[src/rtl/ips_pkg.sv]
// ----------------------------------------------------------------------------
// IPS patch stream parser package
// Shared types and constants for the parser and its output buffer.
// ----------------------------------------------------------------------------
package ips_pkg;

  typedef enum logic [3:0] {
    PH_HEADER,
    PH_HDR_BAD,
    PH_OFFSET,
    PH_SIZE,
    PH_DATA,
    PH_RUN_LEN,
    PH_RUN_VAL,
    PH_DONE,
    PH_ERROR
  } phase_e;

  typedef enum logic [1:0] {
    KIND_WRITE = 2'd0,
    KIND_FILL  = 2'd1,
    KIND_END   = 2'd2,
    KIND_ERROR = 2'd3
  } kind_e;

  typedef struct packed {
    logic [7:0] in_byte;
    logic       start_of_patch;
  } in_t;

  typedef struct packed {
    kind_e       kind;
    logic [23:0] address;
    logic [15:0] fill_length;
    logic [7:0]  value;
  } out_t;

  localparam logic [23:0] EofMark     = 24'h454F46;
  localparam logic [2:0]  HdrLen      = 3'd5;
  localparam logic [2:0]  OffsetLen   = 3'd3;
  localparam logic [2:0]  SizeLen     = 3'd2;
  localparam logic [2:0]  RunLenLen   = 3'd2;

  function automatic logic [7:0] hdr_byte(input logic [2:0] idx);
    logic [7:0] r;
    case (idx)
      3'd0:    r = 8'h50;
      3'd1:    r = 8'h41;
      3'd2:    r = 8'h54;
      3'd3:    r = 8'h43;
      3'd4:    r = 8'h48;
      default: r = 8'h00;
    endcase
    return r;
  endfunction

endpackage

[src/rtl/ips_parse_core.sv]
// ----------------------------------------------------------------------------
// IPS record parser
// Per-byte phase update; produces at most one result for each accepted byte.
// ----------------------------------------------------------------------------
module ips_parse_core import ips_pkg::*; (
  input  logic clk_i,
  input  logic rst_ni,
  input  logic in_fire_i,
  input  in_t  in_data_i,
  output logic res_valid_o,
  output out_t res_data_o
);

  phase_e      phase_q, phase_d, cur_phase;
  logic [2:0]  cnt_q, cnt_d, cur_cnt, cnt_inc;
  logic [23:0] roff_q, roff_d, cur_roff, roff_shift;
  logic [23:0] waddr_q, waddr_d, cur_waddr;
  logic [15:0] rem_q, rem_d, cur_rem, rem_shift, rem_dec;
  logic [15:0] rlen_q, rlen_d, cur_rlen;
  logic [7:0]  b;
  logic        hdr_bad;

  assign b = in_data_i.in_byte;

  always_comb begin
    if (in_data_i.start_of_patch) begin
      cur_phase = PH_HEADER;
      cur_cnt   = '0;
      cur_roff  = '0;
      cur_waddr = '0;
      cur_rem   = '0;
      cur_rlen  = '0;
    end else begin
      cur_phase = phase_q;
      cur_cnt   = cnt_q;
      cur_roff  = roff_q;
      cur_waddr = waddr_q;
      cur_rem   = rem_q;
      cur_rlen  = rlen_q;
    end
  end

  assign cnt_inc    = cur_cnt + 3'd1;
  assign roff_shift = {cur_roff[15:0], b};
  assign rem_shift  = {cur_rem[7:0], b};
  assign rem_dec    = cur_rem - 16'd1;
  assign hdr_bad    = (b != hdr_byte(cur_cnt)) || (cur_phase == PH_HDR_BAD);

  // next state
  always_comb begin
    phase_d = cur_phase;
    cnt_d   = cur_cnt;
    roff_d  = cur_roff;
    waddr_d = cur_waddr;
    rem_d   = cur_rem;
    rlen_d  = cur_rlen;
    case (cur_phase)
      PH_HEADER, PH_HDR_BAD: begin
        if (cnt_inc >= HdrLen) begin
          cnt_d   = '0;
          phase_d = hdr_bad ? PH_ERROR : PH_OFFSET;
        end else begin
          cnt_d   = cnt_inc;
          phase_d = hdr_bad ? PH_HDR_BAD : PH_HEADER;
        end
      end
      PH_OFFSET: begin
        roff_d = roff_shift;
        if (cnt_inc >= OffsetLen) begin
          cnt_d = '0;
          if (roff_shift == EofMark) begin
            phase_d = PH_DONE;
          end else begin
            rem_d   = '0;
            phase_d = PH_SIZE;
          end
        end else begin
          cnt_d = cnt_inc;
        end
      end
      PH_SIZE: begin
        rem_d = rem_shift;
        if (cnt_inc >= SizeLen) begin
          cnt_d = '0;
          if (rem_shift == '0) begin
            rlen_d  = '0;
            phase_d = PH_RUN_LEN;
          end else begin
            waddr_d = cur_roff;
            phase_d = PH_DATA;
          end
        end else begin
          cnt_d = cnt_inc;
        end
      end
      PH_DATA: begin
        waddr_d = cur_waddr + 24'd1;
        rem_d   = rem_dec;
        if (rem_dec == '0) begin
          roff_d  = '0;
          phase_d = PH_OFFSET;
        end
      end
      PH_RUN_LEN: begin
        rlen_d = {cur_rlen[7:0], b};
        if (cnt_inc >= RunLenLen) begin
          cnt_d   = '0;
          phase_d = PH_RUN_VAL;
        end else begin
          cnt_d = cnt_inc;
        end
      end
      PH_RUN_VAL: begin
        roff_d  = '0;
        phase_d = PH_OFFSET;
      end
      default: ;
    endcase
  end

  // result
  always_comb begin
    res_valid_o = 1'b0;
    res_data_o  = '{kind: KIND_WRITE, address: '0, fill_length: '0, value: '0};
    case (cur_phase)
      PH_HEADER, PH_HDR_BAD: begin
        if (cnt_inc >= HdrLen && hdr_bad) begin
          res_valid_o     = 1'b1;
          res_data_o.kind = KIND_ERROR;
        end
      end
      PH_OFFSET: begin
        if (cnt_inc >= OffsetLen && roff_shift == EofMark) begin
          res_valid_o     = 1'b1;
          res_data_o.kind = KIND_END;
        end
      end
      PH_DATA: begin
        res_valid_o        = 1'b1;
        res_data_o.kind    = KIND_WRITE;
        res_data_o.address = cur_waddr;
        res_data_o.value   = b;
      end
      PH_RUN_VAL: begin
        res_valid_o            = 1'b1;
        res_data_o.kind        = KIND_FILL;
        res_data_o.address     = cur_roff;
        res_data_o.fill_length = cur_rlen;
        res_data_o.value       = b;
      end
      default: ;
    endcase
  end

  always_ff @(posedge clk_i or negedge rst_ni) begin
    if (!rst_ni) begin
      phase_q <= PH_HEADER;
      cnt_q   <= '0;
      roff_q  <= '0;
      waddr_q <= '0;
      rem_q   <= '0;
      rlen_q  <= '0;
    end else if (in_fire_i) begin
      phase_q <= phase_d;
      cnt_q   <= cnt_d;
      roff_q  <= roff_d;
      waddr_q <= waddr_d;
      rem_q   <= rem_d;
      rlen_q  <= rlen_d;
    end
  end

  assert property (@(posedge clk_i) disable iff (!rst_ni)
    (phase_q == PH_HEADER || phase_q == PH_HDR_BAD) |-> cnt_q < HdrLen)
    else $error("header byte count out of range");

  assert property (@(posedge clk_i) disable iff (!rst_ni)
    (phase_q == PH_DATA) |-> rem_q != '0)
    else $error("data phase with nothing remaining");

  assert property (@(posedge clk_i) disable iff (!rst_ni)
    (in_fire_i && !in_data_i.start_of_patch &&
     (phase_q == PH_DONE || phase_q == PH_ERROR)) |=> $stable(phase_q))
    else $error("terminal phase left without a restart");

endmodule

[src/rtl/ips_out_skid.sv]
// ----------------------------------------------------------------------------
// IPS result buffer
// Output register with a skid stage so the input side is stalled only from
// a registered signal.
// ----------------------------------------------------------------------------
module ips_out_skid import ips_pkg::*; (
  input  logic clk_i,
  input  logic rst_ni,
  input  logic push_i,
  input  out_t push_data_i,
  output logic full_o,
  output logic out_valid_o,
  input  logic out_stall_i,
  output out_t out_data_o
);

  logic out_valid_q, skid_valid_q;
  out_t out_data_q, skid_data_q;
  logic out_fire;

  assign out_fire    = out_valid_q && !out_stall_i;
  assign full_o      = skid_valid_q;
  assign out_valid_o = out_valid_q;
  assign out_data_o  = out_data_q;

  always_ff @(posedge clk_i or negedge rst_ni) begin
    if (!rst_ni) begin
      out_valid_q  <= 1'b0;
      skid_valid_q <= 1'b0;
    end else if (skid_valid_q) begin
      if (out_fire) begin
        skid_valid_q <= 1'b0;
      end
    end else if (push_i) begin
      if (out_valid_q && !out_fire) begin
        skid_valid_q <= 1'b1;
      end else begin
        out_valid_q <= 1'b1;
      end
    end else if (out_fire) begin
      out_valid_q <= 1'b0;
    end
  end

  always_ff @(posedge clk_i) begin
    if (skid_valid_q) begin
      if (out_fire) begin
        out_data_q <= skid_data_q;
      end
    end else if (push_i) begin
      if (out_valid_q && !out_fire) begin
        skid_data_q <= push_data_i;
      end else begin
        out_data_q <= push_data_i;
      end
    end
  end

  assert property (@(posedge clk_i) disable iff (!rst_ni)
    skid_valid_q |-> out_valid_q)
    else $error("skid holds data while output register is empty");

  assert property (@(posedge clk_i) disable iff (!rst_ni)
    $rose(skid_valid_q) |-> $past(out_valid_q && out_stall_i && push_i))
    else $error("skid filled without a stalled output");

  assert property (@(posedge clk_i) disable iff (!rst_ni)
    (skid_valid_q && !out_stall_i) |=> !skid_valid_q)
    else $error("skid not drained after output transfer");

endmodule

[src/rtl/ips_patch_stream_parser.sv]
// ----------------------------------------------------------------------------
// IPS patch stream parser
// Parses an IPS patch byte stream into write, fill, end and error results.
// ----------------------------------------------------------------------------
// One patch byte is taken per cycle unless in_stall_o is high, and it is
// parsed in the cycle it is accepted. Its result, if any, is registered in a
// two-entry output buffer (output register plus skid stage) that decouples
// the sides; input is stalled only once both entries hold untaken results.
// A byte flagged start_of_patch restarts the parser and is the first header
// byte. After the end marker or a bad header, bytes are dropped until the
// next restart.
module ips_patch_stream_parser import ips_pkg::*; (
  input  logic clk_i,
  input  logic rst_ni,
  input  logic in_valid_i,
  output logic in_stall_o,
  input  in_t  in_data_i,
  output logic out_valid_o,
  input  logic out_stall_i,
  output out_t out_data_o
);

  logic in_fire;
  logic res_valid;
  out_t res_data;
  logic buf_full;

  assign in_stall_o = buf_full;
  assign in_fire    = in_valid_i && !buf_full;

  ips_parse_core u_core (
    .clk_i      (clk_i),
    .rst_ni     (rst_ni),
    .in_fire_i  (in_fire),
    .in_data_i  (in_data_i),
    .res_valid_o(res_valid),
    .res_data_o (res_data)
  );

  ips_out_skid u_skid (
    .clk_i       (clk_i),
    .rst_ni      (rst_ni),
    .push_i      (in_fire && res_valid),
    .push_data_i (res_data),
    .full_o      (buf_full),
    .out_valid_o (out_valid_o),
    .out_stall_i (out_stall_i),
    .out_data_o  (out_data_o)
  );

endmodule

[config.mk]
export PLATFORM = sky130hd
export DESIGN_NAME = ips_patch_stream_parser
export DESIGN_NICKNAME = d
export VERILOG_FILES = /design/src/rtl/ips_pkg.sv /design/src/rtl/ips_parse_core.sv /design/src/rtl/ips_out_skid.sv /design/src/rtl/ips_patch_stream_parser.sv
export SDC_FILE = /design/constraint.sdc
export NUM_CORES = 1
export LEC_CHECK = 0
export BUFFER_PORTS_ARGS = -buffer_cell sky130_fd_sc_hd__buf_2
export CAP_MARGIN = 15
export CORE_AREA = 2 2 189 191
export DETAILED_ROUTE_END_ITERATION = 6
export DIE_AREA = 0 0 191 193
export HOLD_SLACK_MARGIN = 0.1
export SLEW_MARGIN = 30
export SYNTH_ARGS = -nofsm -noshare
export SYNTH_HDL_FRONTEND = slang
export SYNTH_HIERARCHICAL = 1
export SYNTH_SLANG_ARGS = --single-unit
[constraint.sdc]
create_clock -name clk_i -period 7.5 [get_ports clk_i]
set_input_delay 1.5 -clock clk_i [delete_from_list [all_inputs] [get_ports clk_i]]
set_output_delay 1.5 -clock clk_i [all_outputs]
set_load 0.02 [all_outputs]
==> flow_summary_export.csv, run 1 <==
group,metric,value,unit
grt,grt_pass1_wl,42350,um
setup_path,cpMaxStageDelayCell,"or4_1",
sta,fin_crit,4.621,ns
detailed_routing,drc,0,
synth,syn_nets,961,
clock_tree,cts_tree,"built",
power_and_ir_drop,powerDensity,300.3,mW/mm^2
detailed_routing,first_pass_iters,5,
layout,final_cells,1448,
layout,nets,996,
floorplan,die_area,0.03686,mm^2
synth,synth_seq_cells,189,
sta,setup_viol,0,
placement,post-dp-hpwl,17540,um
detailed_routing,vias,7838,
detailed_routing,ant_nets,0,
sta,max_slew_margin,0.3391,
synth,postSynthCellCount,939,
setup_path,worstPathCellList,"buf_2 > nand2b_1 > inv_1 > ha_1 > ha_1 > xor2_1 > a211oi_1 > nand3_1 > or4_1 > nand2_1 > nand3_1 > and3b_1 > nand2b_1 > a21boi_4 > buf_8 > buf_4",
clock_tree,clkSinkCount,189,
run_status,outcome,"completed",
hold_path,hold_class,"flip-flop to flip-flop",
setup_path,timing.critical_path.from,"in_data_i[0]",
layout,n_antenna_cell,0,
floorplan,rows,69,
synth,async_flop_share,0.4709,
setup_path,startpoint_type,"primary input",
synth,synth_xor_area_frac,0.01024,
clock_tree,post_cts_resized,0,
floorplan,pin_count,65,
clock_tree,cts_setup_buffers,0,
sta,finalSetupTns,0,ns
synth,synth_simple_gate_area_frac,0.1430,
detailed_routing,drt_iter0_drc,848,
clock_tree,clk_pin_slew,0.07,ns
placement,placement.io_buffers,64,
sta,fin_hold_ws,0.4867,ns
setup_path,crit_fanout,20,
synth,synth_edf_count,100,
clock_tree,postCtsHoldBufs,0,
synth,syn_area,0.01027,mm^2
synth,seq_area_frac_synth,0.5093,
detailed_routing,drt-total-wl,26960,um
sta,fin_crit_sh,0.6161,
run,drv_cap,0,
setup_path,endpoint,"u_skid/out_data_o[10]",
floorplan,die_height,193,um
detailed_routing,viasPerCell,5.413,
power_and_ir_drop,ir_drop,0.0001667,V
floorplan,core_area,0.03496,mm^2
grt,overflow,0,
placement,dpl_cell_area,0.01102,mm^2
synth,synth_adder_area_share,0.01097,
synth,synth_flop_cell,"edfxtp_1",
placement,gp_congestion,0.8437,
sta,fin_skew,0.01361,ns
layout,n_fill_cell,3506,
synth,yosysUniqueCellTypes,69,
grt,gr-usage-all-layers,0.1472,
floorplan,start_util,0.2937,
setup_path,rrSetupSlack,3.73,ns
grt,antenna_found_initial,0,
grt,grt_pass1_vias,7481,
layout,drive_gt1_frac,0.1925,
setup_path,critical_path_class,"primary input to flip-flop",
synth,avgSynthCellArea,10.94,um^2
synth,synthTopCellsByArea,"edfxtp_1, dfrtp_1, mux2_4",
clock_tree,clock_latency,0.45,ns
setup_path,worstReg2RegStart,"u_core/cnt_q[0]",
synth,synth_top_cell_area_share,0.2924,
setup_path,reg2regPathDepth,15,
clock_tree,clk_path_buf_depth,2,
synth,muxShareOfSynthArea,0.1024,
sta,fmax,216.4,MHz
sta,tightest_slew,0.9883,ns
grt,grt_max_degree,60,
layout,synthToLayoutAreaGrowth,13.55,%
setup_path,cp.required,7.70,ns
synth,synth.yosys.warnings,6,
power_and_ir_drop,leakagePower,4.517,nW
clock_tree,cts-buffers-inserted,17,
clock_tree,htree_levels,4,
placement,numPlacedInstances,1415,
layout,final_cell_area,0.01166,mm^2
detailed_routing,wl_per_cell,18.62,um
floorplan,dieWidth,191,um
clock_tree,root_buffer,"clkbuf_16",
setup_path,cp_data_arrival_time,4.82,ns
sta,slew_violations,0,
synth,synth_top_family_by_area,"compound AO/OA/AOI/OAI gates",
setup_path,cp_slowest_stage_delay,0.57,ns
setup_path,timing.rr.end,"u_skid/out_data_o[10]",
sta,rsz0062_at_grt,"no",
synth,synth_compound_area_frac,0.1820,
sta,hold_violations,0,
synth,yosysTopAreaCell,"edfxtp_1",
setup_path,endpoint_kind,"flip-flop",
-- final cells by class --
cell class,count,area [um^2],share of cell area
clock buffer,17,425.4,0.03648
clock inverter,15,201.4,0.01728
inverter,18,67.56,0.005795
multi-input combinational,664,4666,0.4002
sequential,189,5235,0.4490
tap,461,576.8,0.04947
timing repair buffer,84,488.0,0.04185
-- kinds of logic (layout without fill, tap and decap cells) --
logic type / Yosys count / count (layout)
buffers and inverters: 86 / 134
AOI/OAI and AO/OA: 278 / 278
adders and majority gates: 9 / 9
DFF: 189 / 189
muxes: 81 / 81
xor gates and xnor gates: 12 / 12
and+or+nand+nor: 284 / 284
-- Yosys cell counts (4+ instances only) --
cell type  instances
nor4_1             9
a31oi_1           10
and2_1            10
xor2_1             5
dfrtp_1           89
a221o_1            6
nand2b_1           6
o211ai_1           6
mux2_2             4
nand2_1           52
ha_1               9
a22oi_1           32
a22o_1            31
nand3_1           24
nor2_1            76
edfxtp_1         100
nand4_1           11
clkbuf_1          49
a21o_1            24
a32oi_1            4
xnor2_1            7
buf_2              4
mux2_4            47
nor3_1            20
a21oi_1           54
nor2b_1            9
nand3b_1           6
buf_12             5
o22ai_1            4
or3_1             10
and3_1            22
o21ai_0           66
or2_2              5
mux2i_1           30
inv_1             18
or4_1              4
buf_1              7
nor3b_1            6
-- where the power goes --
part,leakage (nW),switching (W),internal (W),total [W]
Clock,0.303,0.000429,0.000536,0.000966
Combinational,2.10,0.000703,0.000461,0.00116
Sequential,2.11,0.000145,0.00123,0.00137
Total,4.52,0.00128,0.00223,0.00350
-- worst min-delay path by stage --
stage	startpoint	to	slack [ns]	cells past startpoint
3_3_place_gp	u_core/rlen_q[9]	u_core/rlen_q[9]	0.47	1
2_1_floorplan	u_core/cnt_q[1]	u_core/cnt_q[1]	0.45	2
4_1_cts	u_core/cnt_q[1]	u_core/cnt_q[1]	0.49	2
5_1_grt	u_core/cnt_q[2]	u_core/cnt_q[2]	0.51	1
3_5_place_dp	u_core/cnt_q[1]	u_core/cnt_q[1]	0.47	2
6_report	u_core/cnt_q[1]	u_core/cnt_q[1]	0.49	2
-- registers in the layout, indices dropped and copies added, names as in the netlist --
register	cells
u_core/rlen_q	16
u_core/cnt_q	3
u_skid/full_o	1
u_skid/out_data_o	50
u_core/rem_q	16
u_skid/out_valid_o	1
u_core/waddr_q	24
u_core/phase_q	4
u_core/roff_q	24
u_skid/skid_data_q	50
-- metrics by stage --
stage | setup slack (ns) | util | total power, W
floorplan | 0.7274 | - | 0.002258
global placement | 2.292 | 0.3145 | 0.002534
detailed placement | 2.363 | 0.3150 | 0.002549
CTS | 2.855 | 0.3330 | 0.003520
global route | 2.709 | 0.3335 | 0.003689
finish | 2.879 | 0.3335 | 0.003502
-- critical path: cells and delay by family --
family,cells,cell delay (ns)
AOI/OAI and AO/OA,2,0.39
and+or+nand+nor,7,1.70
buffers and inverters,4,0.65
adders and majority gates,2,0.41
xor gates and xnor gates,1,0.15
-- layer usage --
layer,vias to the layer above,GRT usage,share of wire
met3,32,0.02389,0.058
li1,3634,-,-
met2,300,0.2382,0.48
met1,3872,0.1975,0.44
met5,-,0,0
met4,0,0.05784,0.021
-- placed cells by master, fill, tap and decap left out, drive strengths merged, types with 30 or more instances in the layout --
cell type / instances
edfxtp: 100
dfrtp: 89
buf: 84
nor2: 76
o21ai: 68
a21oi: 54
nand2: 52
mux2: 51
a22oi: 32
a22o: 31
mux2i: 30
Power figures use the tool's default switching activity.
==> run 2, diff against run 1 <==
==> constraint.sdc (replaced) <==
create_clock -name clk_i -period 4.7 [get_ports clk_i]
set_input_delay 0.94 -clock clk_i [delete_from_list [all_inputs] [get_ports clk_i]]
set_output_delay 0.94 -clock clk_i [all_outputs]
set_load 0.02 [all_outputs]
==> run 2 against run 1 <==
Sequential cell count stayed put. Die area stayed put. Core utilization is 0.089 points higher. First-iteration DRC count is 13% lower. Register-to-register slack worse by 2.4 ns. Count of clock-buffer cells in the layout is 1 higher. Cell count is 0.55% higher. Combinational power is 59% higher. Clock skew is 0.0029 ns lower. Design area is 0.27% higher. Critical path type unchanged. Highest routed layer unchanged.
==> flow_summary_export.csv, run 2 (same netlist as run 1, synthesis figures left out) <==
group,metric,value,unit
run_status,outcome,"completed",
layout,drive_gt1_frac,0.1930,
floorplan,rows,69,
floorplan,pin_count,65,
detailed_routing,ant_nets,0,
setup_path,cp.depth,15,
sta,fin_crit,3.674,ns
setup_path,crit_fanout,50,
sta,slew_violations,0,
clock_tree,cts_tree,"built",
clock_tree,clk_path_buf_depth,2,
run,drv_cap,0,
grt,grt_pass1_wl,44560,um
setup_path,critical_path_class,"primary input to flip-flop",
detailed_routing,wl_per_cell,19.33,um
sta,fmax,272.2,MHz
sta,max_slew_margin,0.3531,
grt,overflow,0,
setup_path,path_delay_family,"simple AND/OR/NAND/NOR gates",
sta,setup_viol,0,
setup_path,worstPathCellList,"buf_2 > nand2b_1 > inv_1 > ha_1 > ha_1 > xor2_1 > a211oi_1 > nand3_1 > or4_1 > nand2_1 > nand3_1 > and3b_1 > nand2b_1 > a21boi_4 > buf_12",
sta,tightest_slew,0.9703,ns
grt,antenna_found_initial,1,
detailed_routing,drc,0,
layout,n_antenna_cell,0,
grt,gr-usage-all-layers,0.1560,
detailed_routing,drt-total-wl,28150,um
sta,finalSetupTns,0,ns
clock_tree,root_buffer,"clkbuf_16",
sta,fin_skew,0.01073,ns
layout,layout_commonest_cell,"edfxtp_1",
clock_tree,clkSinkCount,189,
floorplan,start_util,0.2937,
setup_path,endpoint_kind,"flip-flop",
clock_tree,postCtsHoldBufs,0,
floorplan,dieWidth,191,um
setup_path,startpoint_type,"primary input",
grt,grt_pass1_vias,7674,
clock_tree,clock_latency,0.45,ns
detailed_routing,drt_iter0_drc,736,
hold_path,hold_class,"primary input to asynchronous set/reset pin",
power_and_ir_drop,leakagePower,4.534,nW
floorplan,die_area,0.03686,mm^2
setup_path,reg2regPathDepth,14,
clock_tree,cts_setup_buffers,0,
layout,final_util,0.3344,
layout,nets,1004,
sta,fin_crit_sh,0.7817,
setup_path,cp_slowest_stage_delay,0.57,ns
power_and_ir_drop,powerDensity,476.1,mW/mm^2
placement,post-dp-hpwl,18700,um
floorplan,die_height,193,um
detailed_routing,viasPerCell,5.463,
detailed_routing,first_pass_iters,5,
clock_tree,clk_pin_slew,0.07,ns
layout,n_fill_cell,3534,
sta,hold_violations,0,
placement,gp_congestion,0.8497,
layout,final_cell_mix,"edfxtp_1, dfrtp_1, nor2_1, o21ai_0, buf_2",
placement,placement.io_buffers,64,
setup_path,cp.required,4.85,ns
detailed_routing,vias,7954,
grt,grt_max_degree,52,
clock_tree,post_cts_resized,0,
setup_path,cpMaxStageDelayCell,"or4_1",
layout,synthToLayoutAreaGrowth,13.85,%
floorplan,core_area,0.03496,mm^2
clock_tree,cts-buffers-inserted,17,
power_and_ir_drop,ir_drop,0.0002847,V
sta,rsz0062_at_grt,"no",
setup_path,cp_data_arrival_time,3.83,ns
setup_path,cp.buffers_inverters,3,
clock_tree,htree_levels,4,
[run 2: metal layers]
layer,share of wire,track usage
met1,0.43,0.2018
met2,0.48,0.2547
met3,0.056,0.02498
met4,0.034,0.07662
met5,0,0
[run 2: path summary, 6_finish.rpt]
| kind | slack (ns) | end | startpoint |
|---|---|---|---|
| setup / recovery | 1.03 | u_skid/out_data_o[18] | in_data_i[0] |
| hold / removal | 0.46 | u_core/rlen_q[9] | rst_ni |
| setup reg to reg | 1.29 | u_skid/out_data_o[18] | u_core/cnt_q[0] |
| hold reg to reg | 0.49 | u_core/cnt_q[1] | u_core/cnt_q[1] |
| max in group asynchronous | 3.29 | u_core/rlen_q[15] | rst_ni |
| min in group clk_i | 0.49 | u_core/cnt_q[1] | u_core/cnt_q[1] |
[run 2: report_power, final]
part,total (W),internal [W],switching (W)
Clock,0.00150,0.000839,0.000658
Sequential,0.00223,0.00196,0.000273
Combinational,0.00184,0.000741,0.00109
[run 2: final cells by class]
cell class / count / area [um^2] / share of cell area
Clock inverter: 14 / 166.4 / 0.01423
Inverter: 18 / 67.56 / 0.005779
Multi-Input combinational cell: 664 / 4646 / 0.3974
Sequential cell: 189 / 5235 / 0.4478
Clock buffer: 18 / 429.2 / 0.03671
Timing Repair Buffer: 92 / 570.5 / 0.04880
Tap cell: 461 / 576.8 / 0.04934
[run 2: stage by stage]
stage / area [um^2] / std cells / worst slack, ns / total power, W / hold WS, ns
after floorplan: 10290 / 939 / -0.01113 / 0.003603 / 0.4502
after global placement: 11070 / 1423 / 0.6758 / 0.004063 / 0.4727
after detailed placement: 11100 / 1424 / 0.6050 / 0.004086 / 0.4799
after CTS: 11690 / 1456 / 1.072 / 0.005594 / 0.4634
after global routing: 11690 / 1456 / 0.8222 / 0.005887 / 0.4866
final: 11690 / 1456 / 1.026 / 0.005566 / 0.4623
[run 2: worst register-to-register path: cells and delay by family, from the launching register on]
family	cells	cell delay, ns
xor gates and xnor gates	1	0.15
buffers and inverters	2	0.28
adders and majority gates	2	0.41
and+or+nand+nor	7	1.51
DFF	1	0.40
AOI/OAI and AO/OA	2	0.29
==> run 3, diff against run 2 <==
==> constraint.sdc (replaced) <==
create_clock -name clk_i -period 3.64 [get_ports clk_i]
set_input_delay 0.728 -clock clk_i [delete_from_list [all_inputs] [get_ports clk_i]]
set_output_delay 0.728 -clock clk_i [all_outputs]
set_load 0.02 [all_outputs]
==> run 3 against run 2 <==
Wire length is 0.21% lower. Design area is 3.0% higher. Register-to-register slack worse by 0.87 ns. Critical path depth is 1 lower. Power is 29% higher. Cell count is 2.5% higher. Sequential power is 29% higher. Largest power group unchanged. Highest routed layer unchanged.
==> flow_summary_export.csv, run 3 (same netlist as run 1, synthesis figures left out) <==
group,metric,value,unit
clock_tree,cts_tree,"built",
setup_path,rrSetupSlack,0.42,ns
setup_path,crit_fanout,42,
layout,drive_gt1_frac,0.2328,
layout,n_antenna_cell,0,
sta,slew_violations,0,
sta,fin_crit_sh,0.9027,
clock_tree,postCtsHoldBufs,0,
sta,max_slew_margin,0.4445,
detailed_routing,first_pass_iters,5,
grt,gr-usage-all-layers,0.1539,
detailed_routing,drt-total-wl,28090,um
detailed_routing,wl_per_cell,18.83,um
grt,antenna_found_initial,0,
placement,gp_congestion,0.8507,
clock_tree,clock_latency,0.44,ns
grt,grt_max_degree,53,
grt,grt_pass1_wl,44270,um
sta,fin_skew,0.01168,ns
setup_path,cp.required,3.80,ns
floorplan,core_area,0.03496,mm^2
detailed_routing,drc,0,
run,drv_cap,0,
run_status,outcome,"completed",
clock_tree,clkSinkCount,189,
power_and_ir_drop,ir_drop,0.0002798,V
sta,tightest_slew,0.8333,ns
detailed_routing,ant_nets,0,
floorplan,pin_count,65,
setup_path,worstReg2RegStart,"u_core/cnt_q[0]",
clock_tree,htree_levels,4,
clock_tree,clk_pin_slew,0.07,ns
power_and_ir_drop,powerDensity,597.1,mW/mm^2
setup_path,endpoint_kind,"flip-flop",
placement,placement.io_buffers,64,
floorplan,dieWidth,191,um
layout,synthToLayoutAreaGrowth,17.28,%
setup_path,timing.rr.end,"u_skid/out_data_o[8]",
detailed_routing,viasPerCell,5.413,
layout,layout_commonest_cell,"edfxtp_1",
sta,fmax,304.3,MHz
floorplan,start_util,0.2937,
setup_path,cp_data_arrival_time,3.45,ns
setup_path,critical_path_class,"primary input to flip-flop",
setup_path,reg2regPathDepth,13,
detailed_routing,vias,8076,
layout,final_util,0.3444,
clock_tree,cts-buffers-inserted,17,
clock_tree,post_cts_resized,0,
grt,overflow,0,
hold_path,hold_class,"primary input to asynchronous set/reset pin",
placement,post-dp-hpwl,19260,um
sta,hold_violations,0,
placement,dpl_cell_area,0.01147,mm^2
floorplan,rows,69,
layout,final_cells,1492,
detailed_routing,drt_iter0_drc,958,
clock_tree,cts_setup_buffers,0,
power_and_ir_drop,leakagePower,4.716,nW
sta,setup_viol,0,
sta,fin_crit,3.286,ns
sta,fin_hold_ws,0.3336,ns
layout,nets,1040,
placement,numPlacedInstances,1460,
layout,final_cell_area,0.01204,mm^2
layout,final_cell_mix,"edfxtp_1, dfrtp_1, nor2_1, o21ai_0, buf_2",
power_and_ir_drop,power,0.007190,W
grt,grt_pass1_vias,7675,
sta,rsz0062_at_grt,"no",
setup_path,startpoint_type,"primary input",
clock_tree,root_buffer,"clkbuf_16",
clock_tree,clk_path_buf_depth,2,
floorplan,die_area,0.03686,mm^2
floorplan,die_height,193,um
## run 3: changes by cell type in the layout (fill, tap and decap cells not counted), sizes merged
| cell | before | now |
|---|---|---|
| buf | 92 | 128 |
| bufinv | 3 | 1 |
| clkbuf | 18 | 17 |
| clkinv | 5 | 8 |
| clkinvlp | 2 | 3 |
| inv | 22 | 21 |
## run 3: how the worst max path moves through the flow
stage,startpoint,end,slack (ns),cells after the start
after CTS,in_data_i[0],u_skid/out_data_o[8],0.36,14
final,in_data_i[0],u_skid/out_data_o[8],0.35,14
after detailed placement,in_data_i[0],u_skid/out_data_o[10],-0.09,14
after global routing,in_data_i[0],u_skid/out_data_o[8],0.24,14
after floorplan,in_data_i[0],u_skid/out_data_o[0],-0.29,16
after global placement,in_data_i[0],u_skid/out_data_o[19],-0.04,14
## run 3: report_power, final
part / internal (W) / total [W] / switching (W) / leakage, nW
combinational: 0.00105 / 0.00249 / 0.00144 / 2.34
clock: 0.000953 / 0.00182 / 0.000864 / 0.268
sequential: 0.00253 / 0.00288 / 0.000354 / 2.11
## run 3: worst max-delay path, stage by stage
cell      delay [ns]
buf_2           0.13
nand2b_1        0.22
inv_1           0.12
ha_4            0.17
or3_1           0.39
a21oi_2         0.14
xnor2_1         0.09
or4_4           0.53
nand2_2         0.08
nand3_1         0.15
and3b_2         0.29
nand2b_4        0.11
a21boi_4        0.07
buf_12          0.17
## run 3: layout make-up
class / count / area (um^2)
Multi-Input combinational cell: 664 / 4695
Tap cell: 461 / 576.8
Clock buffer: 17 / 425.4
Sequential cell: 189 / 5235
Inverter: 18 / 77.57
Fill cell: 3470 / 22920
Timing Repair Buffer: 128 / 890.9
Clock inverter: 15 / 142.6
## run 3: per-layer routing
layer / GRT usage / up-vias / part of all wire
li1: - / 3712 / -
met1: 0.2146 / 4009 / 0.45
met3: 0.02317 / 38 / 0.059
met5: 0 / - / 0
met4: 0.04919 / 0 / 0.020
met2: 0.2457 / 317 / 0.47
## run 3: stage by stage
stage          TNS, ns  worst slack (ns)
2_1_floorplan   -20.50           -0.2862
3_3_place_gp    -1.226          -0.03770
3_5_place_dp    -5.543          -0.09005
4_1_cts              0            0.3629
5_1_grt              0            0.2449
6_report             0            0.3542
